$ cat src/hdl/orbit_camera_position_defines.svh
// assertion macros for the orbit camera block
// expects clk and rst in the scope of the module that uses them
`ifndef ORBIT_CAMERA_POSITION_DEFINES_SVH
`define ORBIT_CAMERA_POSITION_DEFINES_SVH

// same-cycle implication, disabled during reset
`define OCP_ASSERT_IMP(label, ante, cons, msg) \
  label: assert property (@(posedge clk) disable iff (rst) (ante) |-> (cons)) \
    else $error(msg);

// next-cycle implication, disabled during reset
`define OCP_ASSERT_NXT(label, ante, cons, msg) \
  label: assert property (@(posedge clk) disable iff (rst) (ante) |=> (cons)) \
    else $error(msg);

`endif

$ cat src/hdl/ocp_pkg.sv
// shared types, constants and helper functions for the orbit camera block
// no dependencies; imported by every module of the block
`default_nettype none

package ocp_pkg;

  // trig table size and derived index width
  localparam int SINE_TABLE_ENTRIES = 256;
  localparam int IDXW = $clog2(SINE_TABLE_ENTRIES);

  // angles in degrees q9.7
  localparam logic [15:0] TURN    = 16'd46080;
  localparam logic [15:0] QUARTER = 16'd11520;
  localparam logic [13:0] PITCH_LO = 14'd128;
  localparam logic [13:0] PITCH_HI = 14'd11392;
  // 46080 * 2^15, keeps the orbit sum positive without changing its residue
  localparam logic [31:0] ORBIT_BIAS = 32'd1509949440;

  // reset values
  localparam logic [15:0] SPEED_GAIN_RESET = 16'd26;
  localparam logic [30:0] MIN_DIST_RESET   = 31'd655360;
  localparam logic [30:0] MAX_DIST_RESET   = 31'd6553600;
  localparam logic [30:0] ZOOM_RESET       = 31'd3276800;
  localparam logic [13:0] PITCH_RESET      = 14'd2560;

  // serial divider by a full turn
  localparam int CNTW = 5;
  localparam int MOD_STEPS = 17;
  localparam int NUMW = 16 + IDXW;

  // serial multiplier
  localparam int MUL_STEPS = 16;
  localparam int MULCW = $clog2(MUL_STEPS);

  // saturation bounds
  localparam logic signed [34:0] SAT_MAX = 35'sd2147483647;
  localparam logic signed [34:0] SAT_MIN = -35'sd2147483648;

  // q30 constants for the table build
  localparam longint unsigned Q30_ONE     = 64'd1073741824;
  localparam longint unsigned Q30_PI      = 64'd3373259426;
  localparam longint unsigned Q30_HALF_PI = 64'd1686629713;
  localparam longint unsigned Q30_TWO_PI  = 64'd6746518852;

  typedef enum logic [1:0] {
    REG_SPEED_GAIN = 2'd0,
    REG_ZOOM_MIN   = 2'd1,
    REG_ZOOM_MAX   = 2'd2
  } cfg_reg_e;

  typedef enum logic [3:0] {
    S_IDLE,
    S_PROD,
    S_UPD,
    S_DIV1_GO,
    S_DIV1_WAIT,
    S_DIV2_GO,
    S_DIV2_WAIT,
    S_DIV3_GO,
    S_DIV3_WAIT,
    S_MUL_GO,
    S_MUL_WAIT
  } state_t;

  typedef struct packed {
    logic               scroll_valid;
    logic signed [7:0]  scroll_steps;
    logic               right_button;
    logic               left_button;
    logic signed [15:0] mouse_dx;
    logic signed [15:0] mouse_dy;
    logic signed [31:0] player_x;
    logic signed [31:0] player_y;
    logic signed [31:0] player_z;
    logic [15:0]        player_heading;
  } ocp_in_t;

  typedef struct packed {
    logic signed [31:0] cam_x;
    logic signed [31:0] cam_y;
    logic signed [31:0] cam_z;
    logic [13:0]        pitch_deg;
  } ocp_out_t;

  // start values for a long division by a full turn, bits fed msb first
  typedef struct packed {
    logic [15:0]     r0;
    logic [31:0]     bits;
    logic [CNTW-1:0] count;
  } div_req_t;

  typedef logic signed [15:0] sine_tab_t [SINE_TABLE_ENTRIES];

  function automatic logic signed [15:0] sine_entry(input longint unsigned i);
    longint unsigned x;
    longint unsigned x2;
    longint unsigned t;
    longint unsigned s;
    logic neg;
    x = (i * Q30_TWO_PI + SINE_TABLE_ENTRIES / 2) / SINE_TABLE_ENTRIES;
    neg = 1'b0;
    if (x >= Q30_TWO_PI) x = x - Q30_TWO_PI;
    if (x > Q30_PI) begin
      x = x - Q30_PI;
      neg = 1'b1;
    end
    if (x > Q30_HALF_PI) x = Q30_PI - x;
    x2 = (x * x) >> 30;
    t = Q30_ONE - x2 / 72;
    t = Q30_ONE - ((x2 * t) >> 30) / 42;
    t = Q30_ONE - ((x2 * t) >> 30) / 20;
    t = Q30_ONE - ((x2 * t) >> 30) / 6;
    s = (x * t) >> 30;
    s = (s + 64'd16384) >> 15;
    if (s > 64'd32767) s = 64'd32767;
    return neg ? -16'(s) : 16'(s);
  endfunction

  function automatic sine_tab_t build_sine_tab();
    sine_tab_t tab;
    for (int i = 0; i < SINE_TABLE_ENTRIES; i++) begin
      tab[i] = sine_entry(64'(i));
    end
    return tab;
  endfunction

  localparam sine_tab_t SINE_TAB = build_sine_tab();

  // reduce a 32-bit value mod a full turn: top bits preload, rest shifted in
  function automatic div_req_t mod_req(input logic [31:0] v);
    div_req_t r;
    r.r0    = 16'(v >> MOD_STEPS);
    r.bits  = v << (32 - MOD_STEPS);
    r.count = CNTW'(MOD_STEPS);
    return r;
  endfunction

  // table index floor(a*N/46080), an IDXW-bit quotient
  function automatic div_req_t idx_req(input logic [15:0] a);
    div_req_t r;
    logic [NUMW-1:0] num;
    num     = NUMW'(a) * NUMW'(SINE_TABLE_ENTRIES);
    r.r0    = 16'(num >> IDXW);
    r.bits  = {num[IDXW-1:0], {(32 - IDXW){1'b0}}};
    r.count = CNTW'(IDXW);
    return r;
  endfunction

  // floor((p + 2^14) / 2^15)
  function automatic logic signed [32:0] rnd_q15(input logic signed [47:0] p);
    logic signed [47:0] q;
    q = p + 48'sd16384;
    return q[47:15];
  endfunction

  function automatic logic signed [31:0] sat32(input logic signed [34:0] v);
    logic signed [31:0] r;
    if (v > SAT_MAX) r = 32'h7fffffff;
    else if (v < SAT_MIN) r = 32'h80000000;
    else r = v[31:0];
    return r;
  endfunction

endpackage

`default_nettype wire

$ cat src/hdl/ocp_turn_div.sv
// bit-serial long division by a full turn (46080), one numerator bit a cycle
// depends on ocp_pkg
`default_nettype none

module ocp_turn_div
  import ocp_pkg::*;
(
  input  wire logic            clk,
  input  wire logic            rst,
  input  wire logic            start,
  input  wire div_req_t        req,
  output logic                 busy,
  output logic [15:0]          rem,
  output logic [IDXW-1:0]      quo
);

  logic [CNTW-1:0] cnt;
  logic [31:0]     bits;
  logic [16:0]     trial;
  logic            ge;
  logic [15:0]     rem_next;

  always_comb begin
    trial = {rem, bits[31]};
    ge = trial >= {1'b0, TURN};
    rem_next = ge ? 16'(trial - {1'b0, TURN}) : trial[15:0];
  end

  always_ff @(posedge clk) begin
    if (rst) begin
      busy <= 1'b0;
    end else if (start) begin
      busy <= 1'b1;
    end else if (busy && cnt == CNTW'(1)) begin
      busy <= 1'b0;
    end
  end

  always_ff @(posedge clk) begin
    if (start) begin
      cnt  <= req.count;
      rem  <= req.r0;
      bits <= req.bits;
    end else if (busy) begin
      cnt  <= cnt - CNTW'(1);
      rem  <= rem_next;
      bits <= bits << 1;
      quo  <= {quo[IDXW-2:0], ge};
    end
  end

endmodule

`default_nettype wire

$ cat config.mk
export PLATFORM = sky130hd
export DESIGN_NAME = ocp_turn_div
export DESIGN_NICKNAME = d
export VERILOG_FILES = /design/src/hdl/orbit_camera_position_defines.svh /design/src/hdl/ocp_pkg.sv /design/src/hdl/ocp_turn_div.sv
export SDC_FILE = /design/constraint.sdc
export NUM_CORES = 1
export LEC_CHECK = 0
export BUFFER_PORTS_ARGS = -buffer_cell sky130_fd_sc_hd__buf_2
export CORE_MARGIN = 4
export CORE_UTILIZATION = 42
export DETAILED_ROUTE_END_ITERATION = 7
export PLACE_DENSITY = 0.71
export SLEW_MARGIN = 20
export SYNTH_ARGS = -nofsm -noshare
export SYNTH_HDL_FRONTEND = slang
export SYNTH_SLANG_ARGS = --single-unit
$ cat constraint.sdc
create_clock -name clk -period 2.4 [get_ports clk]
set_input_delay 0.6 -clock clk [delete_from_list [all_inputs] [get_ports clk]]
set_output_delay 0.6 -clock clk [all_outputs]
set_load 0.02 [all_outputs]
# Word level (Yosys, flattened, before mapping)
# Index checks and enable logic that the tools add are counted.
[op_classes]
add_sub_neg = 2
n_lt_le_gt_ge = 1
reduce_logical = 4
bitwise_logic = 1
mux = 9
eq_ne = 1
[ops]
columns = ["operator", "n"]
rows = [
  ["$mux W32", 2],
  ["$mux W16", 3],
  ["$ge A17 B16 Y1 const B", 1],
  ["$sub A16 B16 Y16 const B", 1],
  ["$mux W5", 2],
  ["$eq A5 B1 Y1 const B", 1],
  ["$sub A5 B1 Y5 const B", 1],
  ["$reduce_bool A2 Y1", 2],
  ["$mux W1", 2],
  ["$reduce_and A2 Y1", 1],
  ["$logic_and A1 B1 Y1", 1],
  ["$not A1 Y1", 1],
]
[totals]
out_inout_bits = 25
regBits = 62
in_bits = 56
word_cells = 23

# Longest topological paths before layout
[depth]
ltp_word = 4
mapped_depth = 6
mapped_depth_nobuf = 6

# Least setup slack after synthesis
# OpenSTA, ideal clock, no wires.
[synth_path]
path_kind = "input-to-reg"
startpoint = "in start"
endpoint = "reg bits[0], enable pin"
path_buffers = 2
slack_ns = 0.031
arrival_time_ns = 1.981
setup_ns = 0.387
t_required_ns = 2.013
stages = 3
cell_sequence = "clkbuf_1 buf_1 or2_2"
[synth_between]
elab_chain_cells = 1
[synth_lines]
columns = ["item", "line", "rtl"]
rows = [
  ["start, declared", "ocp_turn_div.sv:10", "input wire logic start,"],
  ["$reduce_bool A2 Y1 (no source line)", "n/a", ""],
  ["end signal, assigned", "ocp_turn_div.sv:43", "bits <= req.bits;"],
  ["end signal, assigned", "ocp_turn_div.sv:47", "bits <= bits << 1;"],
  ["end, declared", "ocp_turn_div.sv:18", "logic [31:0] bits;"],
]
# Every way passes these cells.
# A chain may end at the register's enable or synchronous reset.

# Worst setup path in the final report
[layout_path]
startpoint = "reg rem[10]"
endpoint = "reg rem[13] (data pin)"
[layout_between]
elab_chain_cells = 4
elab_cells_between_ends = 5
classes_between = "add/sub: 1; order compare: 1; mux: 3"
[layout_lines]
columns = ["item", "line", "rtl"]
rows = [
  ["start, declared", "ocp_turn_div.sv:13", "output logic [15:0] rem,"],
  ["start signal, assigned", "ocp_turn_div.sv:42", "rem <= req.r0;"],
  ["start signal, assigned", "ocp_turn_div.sv:46", "rem <= rem_next;"],
  ["$sub A16 B16 Y16 or $ge A17 B16 Y1 (tied branches)", "ocp_turn_div.sv:26, ocp_turn_div.sv:25", ""],
  ["$mux W16 (*)", "ocp_turn_div.sv:26", "rem_next = ge ? 16'(trial - {1'b0, TURN}) : trial[15:0];"],
  ["$mux W16 (*)", "ocp_turn_div.sv:44", "end else if (busy) begin"],
  ["$mux W16 (*)", "ocp_turn_div.sv:40", "if (start) begin"],
]
# Every way passes the cells marked *; elsewhere a longest branch is shown, timed or not. The select of a mux whose other input is x is not followed.

==> results.md <==
- Status: completed
- Multi-input logic area: 945 um^2
- Final wirelength: 5530 um
- Met2 usage: 22.6%
- Leading area contributor after synthesis: edfxtp_1
- Reg2Reg Depth: 6
- Setup Fix Bufs, Post-CTS: 0
- Vias: 1779
- Pwr dens: 778 nW/um^2
- Maximum clock insertion buffer count: 2
- Final worst-path cycle share: 88.2%
- Drt drc: 0
- Filler instances: 552
- H-tree Lvls: 3
- Rel. slew slack: 53.8%
- Synth Flop Type: edfxtp_1
- Unrepaired setup endpoints after global routing: no
- Synth Area in Simple Gates: 7.20%
- Clock-pin slew on the worst setup and hold paths: 0.07 ns
- Number of flops mapped to enable cells by yosys: 61
- Post-synthesis mux area share: 16.6%
- FF+latch count, synth: 62
- GR Overflow Total: 0
- Largest family of logic cells by synthesized area: multiplexers
- Worst Path Required: 2.47 ns
- Drt first pass iters: 3
- Met1 Usage GRT: 17.4%
- Antenna violations before repair: 0
- Largest net degree at the start of global routing: 35
- Overall routing resource usage: 14.4%
- Net Count, Synth: 243
- Post-Syn Area: 2850 um^2
- Net count, final: 331
- YS warnings: 0
- Fin area: 3580 um^2
- CTS Hold Bufs: 0
- Iter 0 DRT Violations: 103
- Final-report setup violation count: 0
- Placed Area: 3370 um^2
- Clock Tree Root: clkbuf_8
- Top post-synthesis cells by area: edfxtp_1, mux2_2, ha_1
- Clk Latency, worst-skew pair: 0.34 ns
- Busiest grt layer: met2
- Most frequent cell after synthesis: edfxtp_1
- Maximum fanout along the worst path: 10
- Setup TNS: 0 ns
- First-pass GRT wire length: 9050 um
- Worst Hold Depth: 2
- Max Cap Viol: 0
- Die ar.: 8170 um^2
- Yosys top cell area share: 64.3%
- Final hold vios: 0
- Clock Sinks: 62
- Storage cell area: 1850 um^2
- Area Growth Syn to Fin: 25.5%
- Dpl cells: 337
- Fin crit period: 2.12 ns
- Total power: 2.78 mW
- Die Wd: 90.4 um
- Total CTS buffers: 9
- Achievable Freq: 473 MHz
- Crit. End Element: flip-flop
- Final Max Tran Viols: 0
- Top post-synthesis cells by count: edfxtp_1, mux2_2, nand2_1, nor2_1, inv_1
- Mean Syn Cell Area: 15.6 um^2
- Vias in the first global route: 1836
- Final ANT Viol Nets: 0
- Met3 usage: 4.67%
- Post_cts resized: 0
- Peak supply drop: 0.418 mV
- Register area share after synthesis: 65.0%
- Crit path DAT: 2.19 ns
- Core Footprint: 6460 um^2
- Post-Layout Cell Count: 353
- Port bufs: 80
- HP Class: in -> reg
- CTS tree: built
- Vias per inst: 5.04
- CP Launch Type: flip-flop
- Worst-case hold slack: 0.415 ns
- Ys async rst share: 0%
- Syn Inst Count: 183
- Critical path class: reg -> reg
- GP Congestion: 0.844
- Synth cell types: 36
- Compound-Gate Fraction of Synth Area: 6.67%
- Worst Clk Skew: 0.00624 ns
- Synth Area in Adders: 1.76%
- Die height: 90.4 um
- Pleak: 1.43 nW
- Slew @ Worst Pin: 0.692 ns
- Layout cells sized above 1: 55.4%
- # IOs: 81
- Avg WL per Cell: 15.7 um
- ANT cells: 0
- XOR/XNOR Fraction of Synth Area: 0.922%
- DPL Wire Length: 3990 um
- Initial Util: 44.1%
- Row count: 29
cells in the final DEF, fill, tap and decap left out, types with 2 or more instances in the layout:
master / instances
a31oi_1: 2
bufinv_16: 2
or2_2: 3
a21oi_1: 3
buf_4: 2
mux2_2: 42
buf_2: 80
nor3b_1: 3
nand3_1: 2
and3_2: 2
edfxtp_1: 61
ha_1: 4
xor2_1: 2
clkbuf_8: 9
clkinv_1: 3
nor2_1: 8
a2111oi_2: 2
inv_1: 7
o21ai_0: 6
nand2_1: 10
buf_12: 2
nor3_1: 2
layout make-up:
cell class | count | share of cell area (%)
Inverter | 7 | 0.734
Multi-Input combinational cell | 107 | 26.4
Clock inverter | 6 | 2.13
Sequential cell | 62 | 51.7
Timing Repair Buffer | 84 | 12.7
Tap cell | 77 | 2.69
Clock buffer | 10 | 3.57
worst max-delay path, cell delays in order (launching register included):
cell and delay, ns:
edfxtp_1 0.43, inv_1 0.10, ha_1 0.13, nor4b_1 0.37, nand4_2 0.33, a2111oi_2 0.42
a221oi_2 0.07
stage by stage:
| stage | setup slack (ns) | util [%] |
|---|---|---|
| after CTS | 0.302 | 55.4 |
| after global placement | 0.458 | 52.2 |
| final | 0.284 | 55.4 |
| after detailed placement | 0.290 | 52.2 |
| after floorplan | 0.0315 | - |
| after global routing | 0.102 | 55.4 |
cells by family (layout without fill, tap and decap cells):
group	Yosys count	in the layout
flip-flops	62	62
multiplexers	42	42
AND/OR/NAND/NOR	37	37
AO/OA/AOI/OAI	21	21
buffers and inverters	14	107
adder cells (fa/ha/maj)	4	4
XOR/XNOR	3	3
report_power, final:
part	switching (mW)	internal, mW
Combinational	0.214	0.201
Clock	0.393	0.573
Sequential	0.0683	1.34
flip-flops by register name, indices dropped and copies added (netlist names):
name	count
bits	32
rem	16
quo	8
cnt	5
busy	1
path summary, 6_finish.rpt:
path	from	to	slack (ns)
hold reg to reg	quo[1]	quo[2]	0.45
setup reg to reg	rem[10]	rem[13]	0.28
hold / removal	rst	busy	0.42
setup / recovery	rem[10]	rem[13]	0.28
per-layer routing:
layer	routed length, um	share of wire, %	vias to the layer above
met3	312	5.6	10
met4	107	1.9	0
met1	2400	43	844
met5	0	0	-
li1	-	-	879
met2	2710	49	46
(Power assumes the default switching activity.)
